$ cat src/rtl/core/scdes_pkg.sv
// Types, codes and constants for the serial cal-DAC / EEPROM sequencer.
// No dependencies.
package scdes_pkg;

  localparam logic       OP_WRITE_DAC = 1'b0;
  localparam logic       OP_READ_PROM = 1'b1;

  localparam logic [2:0] DAC_NONE     = 3'd0;
  localparam logic [2:0] DAC_REV_NIB  = 3'd1;
  localparam logic [2:0] DAC_ELEVEN   = 3'd2;
  localparam logic [2:0] DAC_VAL_ONLY = 3'd3;
  localparam logic [2:0] DAC_TAGGED   = 3'd4;

  // Phase counts: read is fixed, a write takes two phases per bit plus two.
  localparam logic [5:0] READ_PHASES  = 6'd51;
  localparam logic [5:0] RD_CMD_LAST  = 6'd19;  // lowest phase of the command shift
  localparam logic [5:0] RD_IN_LAST   = 6'd3;   // lowest phase of the data read
  localparam logic [5:0] PH_LOAD      = 6'd2;
  localparam logic [5:0] PH_DONE      = 6'd1;

  typedef struct packed {
    logic        start_req;
    logic        operation;
    logic [2:0]  dac_type;
    logic        dac_select;
    logic [8:0]  address;
    logic [11:0] value;
    logic        prom_in;
  } in_item_t;

  typedef struct packed {
    logic       ser_data;
    logic       ser_clk;
    logic       eeprom_cs;
    logic [1:0] dac_load;
    logic       busy_res;
    logic       done_res;
    logic [7:0] read_data;
    logic       read_valid;
  } out_item_t;

  // Decoded command handed from the frame builder to the sequencer.
  typedef struct packed {
    logic        ok;         // a command may start from this item
    logic        is_read;
    logic        load_line;
    logic [15:0] frame;      // MSB aligned to bit 15
    logic [5:0]  phases;
  } cmd_t;

  function automatic logic [3:0] nib_rev(input logic [3:0] n);
    nib_rev = {n[0], n[1], n[2], n[3]};
  endfunction

endpackage

$ cat src/rtl/core/serial_caldac_eeprom_sequencer_core.sv
// Top level of the serial cal-DAC / EEPROM sequencer.
// Depends on scdes_pkg and scdes_frame_build.
//
//  channel | dir | payload    | handshake
//  --------+-----+------------+-------------------
//  in_     | in  | in_item_t  | in_valid / in_ready
//  out_    | out | out_item_t | out_valid / out_ready
//
// One transaction in gives one transaction out; one per cycle sustained while out_ready stays high.
// The path holds two registers: input register, then the phase logic into the result register.
// The phase counter and shift registers move only when a transaction crosses into
// the result register, so stalls on either side freeze the sequence exactly.
// Reset (rst_n low, synchronous) returns the sequencer to idle with empty registers.
module serial_caldac_eeprom_sequencer_core #(
  parameter int NUM_LOAD_LINES = 2
) (
  input  logic                 clk,
  input  logic                 rst_n,
  input  logic                 in_valid,
  output logic                 in_ready,
  input  scdes_pkg::in_item_t  in_data,
  output logic                 out_valid,
  input  logic                 out_ready,
  output scdes_pkg::out_item_t out_data
);
  import scdes_pkg::*;

  // input register
  in_item_t    in_r;
  logic        in_valid_r;
  // result register
  out_item_t   out_r;
  logic        out_valid_r;
  // sequencer state
  logic [5:0]  phase_r,     phase_nxt;
  logic [15:0] shift_r,     shift_nxt;
  logic [7:0]  in_shift_r,  in_shift_nxt;
  logic        is_read_r,   is_read_nxt;
  logic        load_line_r, load_line_nxt;

  cmd_t        cmd;
  logic        adv;
  logic        take;
  logic [5:0]  ph;
  logic [15:0] sh;
  logic [7:0]  ish;
  logic        rd_cmd;
  logic        ldl;
  out_item_t   res;

  // a transaction moves on when the result register is free or being emptied
  assign adv       = in_valid_r && (!out_valid_r || out_ready);
  assign in_ready  = !in_valid_r || adv;
  assign out_valid = out_valid_r;
  assign out_data  = out_r;

  scdes_frame_build u_frame (
    .item (in_r),
    .cmd  (cmd)
  );

  // start only from idle, and only with a valid command
  assign take   = (phase_r == 6'd0) && in_r.start_req && cmd.ok;
  assign ph     = take ? cmd.phases : phase_r;
  assign sh     = take ? cmd.frame : shift_r;
  assign rd_cmd = take ? cmd.is_read : is_read_r;
  assign ldl    = take ? cmd.load_line : load_line_r;
  assign ish    = (take && cmd.is_read) ? 8'd0 : in_shift_r;

  always_comb begin
    res           = '0;
    shift_nxt     = sh;
    in_shift_nxt  = ish;
    is_read_nxt   = rd_cmd;
    load_line_nxt = ldl;
    phase_nxt     = ph;
    if (ph != 6'd0) begin
      res.busy_res = 1'b1;
      phase_nxt    = ph - 6'd1;
      if (!rd_cmd) begin
        if (ph > PH_LOAD) begin
          // data on even phase, clock high on odd phase then shift
          res.ser_data = sh[15];
          if (ph[0]) begin
            res.ser_clk = 1'b1;
            shift_nxt   = {sh[14:0], 1'b0};
          end
        end else if (ph == PH_LOAD) begin
          if (int'(ldl) < NUM_LOAD_LINES) begin
            res.dac_load = 2'b01 << ldl;
          end
        end else begin
          res.done_res = 1'b1;
        end
      end else begin
        if (ph == READ_PHASES) begin
          res.eeprom_cs = 1'b1;        // chip select lead-in
        end else if (ph >= RD_CMD_LAST) begin
          res.eeprom_cs = 1'b1;
          res.ser_data  = sh[15];
          if (ph[0]) begin
            res.ser_clk = 1'b1;
            shift_nxt   = {sh[14:0], 1'b0};
          end
        end else if (ph >= RD_IN_LAST) begin
          res.eeprom_cs = 1'b1;
          if (ph[0]) begin
            res.ser_clk  = 1'b1;
            in_shift_nxt = {ish[6:0], in_r.prom_in};
          end
        end else if (ph == PH_DONE) begin
          res.done_res   = 1'b1;
          res.read_valid = 1'b1;
          res.read_data  = ish;
        end
      end
    end
  end

  always_ff @(posedge clk) begin
    if (!rst_n) begin
      in_valid_r  <= 1'b0;
      out_valid_r <= 1'b0;
      phase_r     <= '0;
      shift_r     <= '0;
      in_shift_r  <= '0;
      is_read_r   <= 1'b0;
      load_line_r <= 1'b0;
    end else begin
      if (in_ready) begin
        in_valid_r <= in_valid;
      end
      if (adv) begin
        out_valid_r <= 1'b1;
        phase_r     <= phase_nxt;
        shift_r     <= shift_nxt;
        in_shift_r  <= in_shift_nxt;
        is_read_r   <= is_read_nxt;
        load_line_r <= load_line_nxt;
      end else if (out_ready) begin
        out_valid_r <= 1'b0;
      end
    end
  end

  // payload registers, no reset
  always_ff @(posedge clk) begin
    if (in_valid && in_ready) begin
      in_r <= in_data;
    end
    if (adv) begin
      out_r <= res;
    end
  end

endmodule

$ cat src/rtl/core/scdes_frame_build.sv
// Frame builder: turns a registered transaction into a shift frame and phase count.
// Depends on scdes_pkg.
module scdes_frame_build (
  input  scdes_pkg::in_item_t item,
  output scdes_pkg::cmd_t     cmd
);
  import scdes_pkg::*;

  logic [15:0] tag_bits;

  assign tag_bits = (item.address[7:0] != 8'd0) ? 16'h2000 : 16'h4000;

  always_comb begin
    cmd           = '0;
    cmd.load_line = item.dac_select;
    if (item.operation == OP_READ_PROM) begin
      cmd.ok      = 1'b1;
      cmd.is_read = 1'b1;
      // 0x300 | addr[8] << 11 | addr[7:0]
      cmd.frame   = {4'b0000, item.address[8], 1'b0, 2'b11, item.address[7:0]};
      cmd.phases  = READ_PHASES;
    end else begin
      case (item.dac_type)
        DAC_REV_NIB: begin
          cmd.ok     = 1'b1;
          cmd.frame  = {nib_rev(item.address[3:0]), item.value[7:0], 4'b0000};
          cmd.phases = 6'd26;
        end
        DAC_ELEVEN: begin
          cmd.ok     = 1'b1;
          cmd.frame  = {item.address[2:0], item.value[7:0], 5'b00000};
          cmd.phases = 6'd24;
        end
        DAC_VAL_ONLY: begin
          cmd.ok     = 1'b1;
          cmd.frame  = {item.value, 4'b0000};
          cmd.phases = 6'd26;
        end
        DAC_TAGGED: begin
          cmd.ok     = 1'b1;
          cmd.frame  = 16'h8000 | tag_bits | {4'b0000, item.value};
          cmd.phases = 6'd34;
        end
        default: begin
          cmd.ok = 1'b0;
        end
      endcase
    end
  end

endmodule

$ cat config.mk
export PLATFORM = sky130hd
export DESIGN_NAME = serial_caldac_eeprom_sequencer_core
export DESIGN_NICKNAME = d
export VERILOG_FILES = /design/src/rtl/core/scdes_pkg.sv /design/src/rtl/core/serial_caldac_eeprom_sequencer_core.sv /design/src/rtl/core/scdes_frame_build.sv
export SDC_FILE = /design/constraint.sdc
export NUM_CORES = 1
export LEC_CHECK = 0
export ABC_AREA = 1
export BUFFER_PORTS_ARGS = -buffer_cell sky130_fd_sc_hd__buf_2
export CELL_PAD_IN_SITES_DETAIL_PLACEMENT = 1
export CELL_PAD_IN_SITES_GLOBAL_PLACEMENT = 2
export CORE_MARGIN = 2
export CORE_UTILIZATION = 35
export CTS_CLUSTER_SIZE = 40
export DETAILED_ROUTE_END_ITERATION = 8
export PLACE_DENSITY_LB_ADDON = 0.1
export SYNTH_ARGS = -nofsm -noshare
export SYNTH_HDL_FRONTEND = slang
export SYNTH_HIERARCHICAL = 1
export SYNTH_SLANG_ARGS = --single-unit
$ cat constraint.sdc
create_clock -name clk -period 3.75 [get_ports clk]
set_clock_uncertainty 0.05 [all_clocks]
set_input_delay 0.75 -clock clk [delete_from_list [all_inputs] [get_ports clk]]
set_output_delay 0.75 -clock clk [all_outputs]
set_load 0.01 [all_outputs]
==> tab_implementation.tex <==
\begin{tabular}{lr}
\hline
Metric & Value \\
\hline
\multicolumn{2}{l}{\textbf{Layout}} \\
\quad Antenna Diode Count & 0 \\
\quad Area of combinational cells with multiple inputs & slightly below 0.002 mm² \\
\quad Highest-count cells in the layout ignoring fill and taps & sky130\_fd\_sc\_hd\_\_nand2\_1 (126), sky130\_fd\_sc\_hd\_\_nand3\_1 (66), sky130\_fd\_sc\_hd\_\_buf\_2 (49) \\
\quad Commonest non-fill, non-tap cell in the layout & sky130\_fd\_sc\_hd\_\_nand2\_1 \\
\quad Final Net Count & just under 600 \\
\quad Fraction of final layout cells sized beyond drive strength 1 & 23.95\% \\
\quad Number of inserted filler cells in the final layout & 1,463 \\
\quad Number of cells in the finished layout apart from fillers & 694 \\
\quad Utilization after layout & 40.67\% \\
\quad Fin area & 0.004865 mm² \\
\quad Sequential cell area & 0.002002 mm² \\
\quad Area grow syn2layout & 14.15\% \\
\multicolumn{2}{l}{\textbf{Power}} \\
\quad Post-layout total power & 2.618 mW \\
\quad Max rail drop VDD & 0.0002829 V \\
\quad Pwr per Cell Area & 538.1 mW/mm² \\
\quad Leak & roughly 2.1 nW \\
\multicolumn{2}{l}{\textbf{Floorplan}} \\
\quad I/O pin total & 50 \\
\quad Width of the die & 114.3 µm \\
\quad Starting density of the core & 35.63\% \\
\quad \# rows & 40 \\
\quad Core box area & about 0.012 mm² \\
\quad Die Area & 0.01307 mm² \\
\quad Vertical die dimension & about 110 µm \\
\multicolumn{2}{l}{\textbf{Run}} \\
\quad Max-cap check violation count & 0 \\
\multicolumn{2}{l}{\textbf{Detailed routing}} \\
\quad Post-detailed-route wirelength per cell & 15.76 µm \\
\quad DRC violation total after the first TritonRoute iteration & 186 \\
\quad DRT Pass-1 Iters & 4 \\
\quad Total Wirelength & 10,940 µm \\
\quad Residual DRC count & 0 \\
\quad Via count & 3,503 \\
\quad Routed via count divided by cell count & slightly above 5 \\
\quad Number of antenna-violating nets in the routed design & 0 \\
\multicolumn{2}{l}{\textbf{Global routing}} \\
\quad Layer with the highest usage after global routing & met2 \\
\quad Pin count of the biggest net entering global routing & 44 \\
\quad GRT Resource Usage Total & 18.08\% \\
\quad Global Route met3 Usage & under 10\% \\
\quad Remaining global-route overflow & 0 \\
\quad Met1 demand-to-capacity share in global routing & 22.37\% \\
\quad Met2 track demand over resource & 30.99\% \\
\quad Global-route wire length before repair & 18,120 µm \\
\quad Initial antenna violation count & 0 \\
\quad Number of global-route vias before repair & 3,589 \\
\multicolumn{2}{l}{\textbf{Clocking}} \\
\quad Hold-fix buffers at CTS & 0 \\
\quad Number of sinks driven by the clock tree & 78 \\
\quad CTS Root Buffer Type & sky130\_fd\_sc\_hd\_\_clkbuf\_16 \\
\quad Clock latency on the worst-skew pair & 0.35 ns \\
\quad CTS tree & yes \\
\quad Buffers inserted by post-CTS timing repair & 0 \\
\quad Maximum clock path buffer count & 2 \\
\quad Clock-pin slew on the worst setup and hold paths & 0.06 ns \\
\quad Number of buffers added by the clock tree synthesis step & 9 \\
\quad Number of H-tree branching levels & 3 \\
\quad Resized cells post-CTS & 0 \\
\multicolumn{2}{l}{\textbf{Worst setup path}} \\
\quad Setup crit start kind & flop \\
\quad Biggest fanout along the worst timing path & 18 \\
\quad Crit. End Element & flop \\
\quad Type of the worst setup path & flop to flop \\
\quad Data required time of the critical path & 3.98 ns \\
\quad Signal arrival time at the worst endpoint & $\sim$3.6 ns \\
\multicolumn{2}{l}{\textbf{Placement}} \\
\quad Cell Area, Placed & 0.004596 mm² \\
\quad Quantity of I/O buffers inserted on ports & 49 \\
\quad Worst Setup Slack post-DPL & 0.3830 ns \\
\quad Hpwl dp & between 7000 and 8000 µm \\
\quad Instance count after placement with tap cells included & 678 \\
\quad Weighted congestion reported at the end of routability-driven placement & 0.8224 \\
\multicolumn{2}{l}{\textbf{Synthesis}} \\
\quad Count of state elements after synthesis & 78 \\
\quad Unique cell type count in the Yosys netlist & 40 \\
\quad Count of yosys warnings during synthesis & 6 \\
\quad Synthesized area & 0.004262 mm² \\
\quad Nets in the synthesized netlist & around 530 \\
\quad Gate Count Post-Synth & 496 \\
\quad Sequential element share of the synthesized area & 46.98\% \\
\quad Mean post-synth cell area & 8.592 µm² \\
\multicolumn{2}{l}{\textbf{STA}} \\
\quad Number of failing setup endpoints in the final timing report & 0 \\
\quad Final count of hold timing violations & 0 \\
\quad Crit path setup slack, layout & 0.4108 ns \\
\quad Final clock period utilization by the worst path & 89.05\% \\
\quad Total negative slack for setup checks & 0 ns \\
\quad Setup repair after global routing missed its margin & no \\
\quad Number of pins with negative max-slew slack in the final report & 0 \\
\quad Measured slew at the worst slew-check pin & approximately 0.86 ns \\
\quad Achievable frequency & 0.2995 GHz \\
\quad Post-layout minimum cycle time & 3.339 ns \\
\quad Slew HR & 42.84\% \\
\quad Final hold slack & 0.4185 ns \\
\multicolumn{2}{l}{\textbf{Outcome}} \\
\quad Run status & complete, no violations \\
\multicolumn{2}{l}{\textbf{Worst hold path}} \\
\quad Min-Delay Path Class & flop to flop \\
\hline
\end{tabular}
state kept, by name, indices dropped and copies added (netlist names):
signal,cells
out_valid,1
in_valid_r,1
shift_r,16
in_r,28
phase_r,6
out_data,16
is_read_r,1
in_shift_r,8
load_line_r,1
Yosys cell counts, drive strengths merged:
cell / instances / area, µm²
o21ai: 14 / 73.82
a22oi: 1 / 7.510
o41ai: 1 / 8.760
xnor2: 1 / 8.760
ha: 5 / 62.56
o32ai: 1 / 8.760
inv: 41 / 153.9
xor2: 3 / 26.28
clkbuf: 6 / 22.52
nand3: 71 / 387.9
dfxtp: 34 / 680.7
nand3b: 1 / 7.510
nand4: 4 / 31.28
nand2: 147 / 624.3
a21oi: 37 / 252.8
a31oi: 1 / 6.260
edfxtp: 44 / 1321
mux2i: 14 / 140.1
o221ai: 1 / 8.760
nor2: 51 / 289.0
nor3: 2 / 10.01
conb: 1 / 3.750
buf: 15 / 125.1
cell families after synthesis:
group | after synthesis | share of synthesized area (%)
and+or+nand+nor | 276 | 31.68
DFF | 78 | 46.98
buffers and inverters | 62 | 7.076
AOI/OAI and AO/OA | 56 | 8.603
muxes | 14 | 3.288
adders and majority gates | 5 | 1.468
xor gates and xnor gates | 4 | 0.8222
other | 1 | 0.08800
path summary, 6_finish.rpt:
check	from	end	slack, ns	cells after the start
setup / recovery	in_r[23]	shift_r[14]	0.41	19
hold reg to reg	shift_r[6]	shift_r[6]	0.42	2
setup reg to reg	in_r[23]	shift_r[14]	0.41	19
hold / removal	shift_r[6]	shift_r[6]	0.42	2
worst max-delay path: stages (launching register included):
cell	delay, ns
sky130_fd_sc_hd__edfxtp_1	0.45
sky130_fd_sc_hd__inv_2	0.12
sky130_fd_sc_hd__nor2_4	0.27
sky130_fd_sc_hd__nor2_1	0.13
sky130_fd_sc_hd__nand3_1	0.10
sky130_fd_sc_hd__nand2_1	0.07
sky130_fd_sc_hd__inv_1	0.05
sky130_fd_sc_hd__nand2_1	0.11
sky130_fd_sc_hd__nor2_8	0.18
sky130_fd_sc_hd__buf_4	0.34
sky130_fd_sc_hd__nand2_4	0.16
sky130_fd_sc_hd__o21ai_2	0.16
sky130_fd_sc_hd__inv_2	0.14
sky130_fd_sc_hd__nor2_4	0.14
sky130_fd_sc_hd__nand2_2	0.07
sky130_fd_sc_hd__nand2_4	0.17
sky130_fd_sc_hd__nand2_4	0.19
sky130_fd_sc_hd__nand2_2	0.10
sky130_fd_sc_hd__nand3_1	0.09
sky130_fd_sc_hd__a21oi_2	0.15
final cells by class:
class / instances / share of cell area, %
Sequential cell: 78 / 41.15
Multi-Input combinational cell: 356 / 40.25
Timing Repair Buffer: 56 / 6.121
Clock buffer: 12 / 5.067
Tap cell: 147 / 3.781
Inverter: 41 / 3.164
Clock inverter: 4 / 0.4630
where the power goes:
| group | total [mW] | internal [mW] | switching (mW) |
|---|---|---|---|
| clock network | 0.818 | 0.463 | 0.354 |
| logic | 0.791 | 0.252 | 0.539 |
| registers | 1.01 | 0.970 | 0.0385 |
layer usage:
| layer | up-vias | share of wire, % |
|---|---|---|
| li1 | 1747 | - |
| met1 | 1697 | 46 |
| met2 | 46 | 49 |
| met3 | 13 | 2.5 |
| met4 | 0 | 1.8 |
| met5 | - | 0 |
No activity file was read; power rests on OpenSTA's default activity.
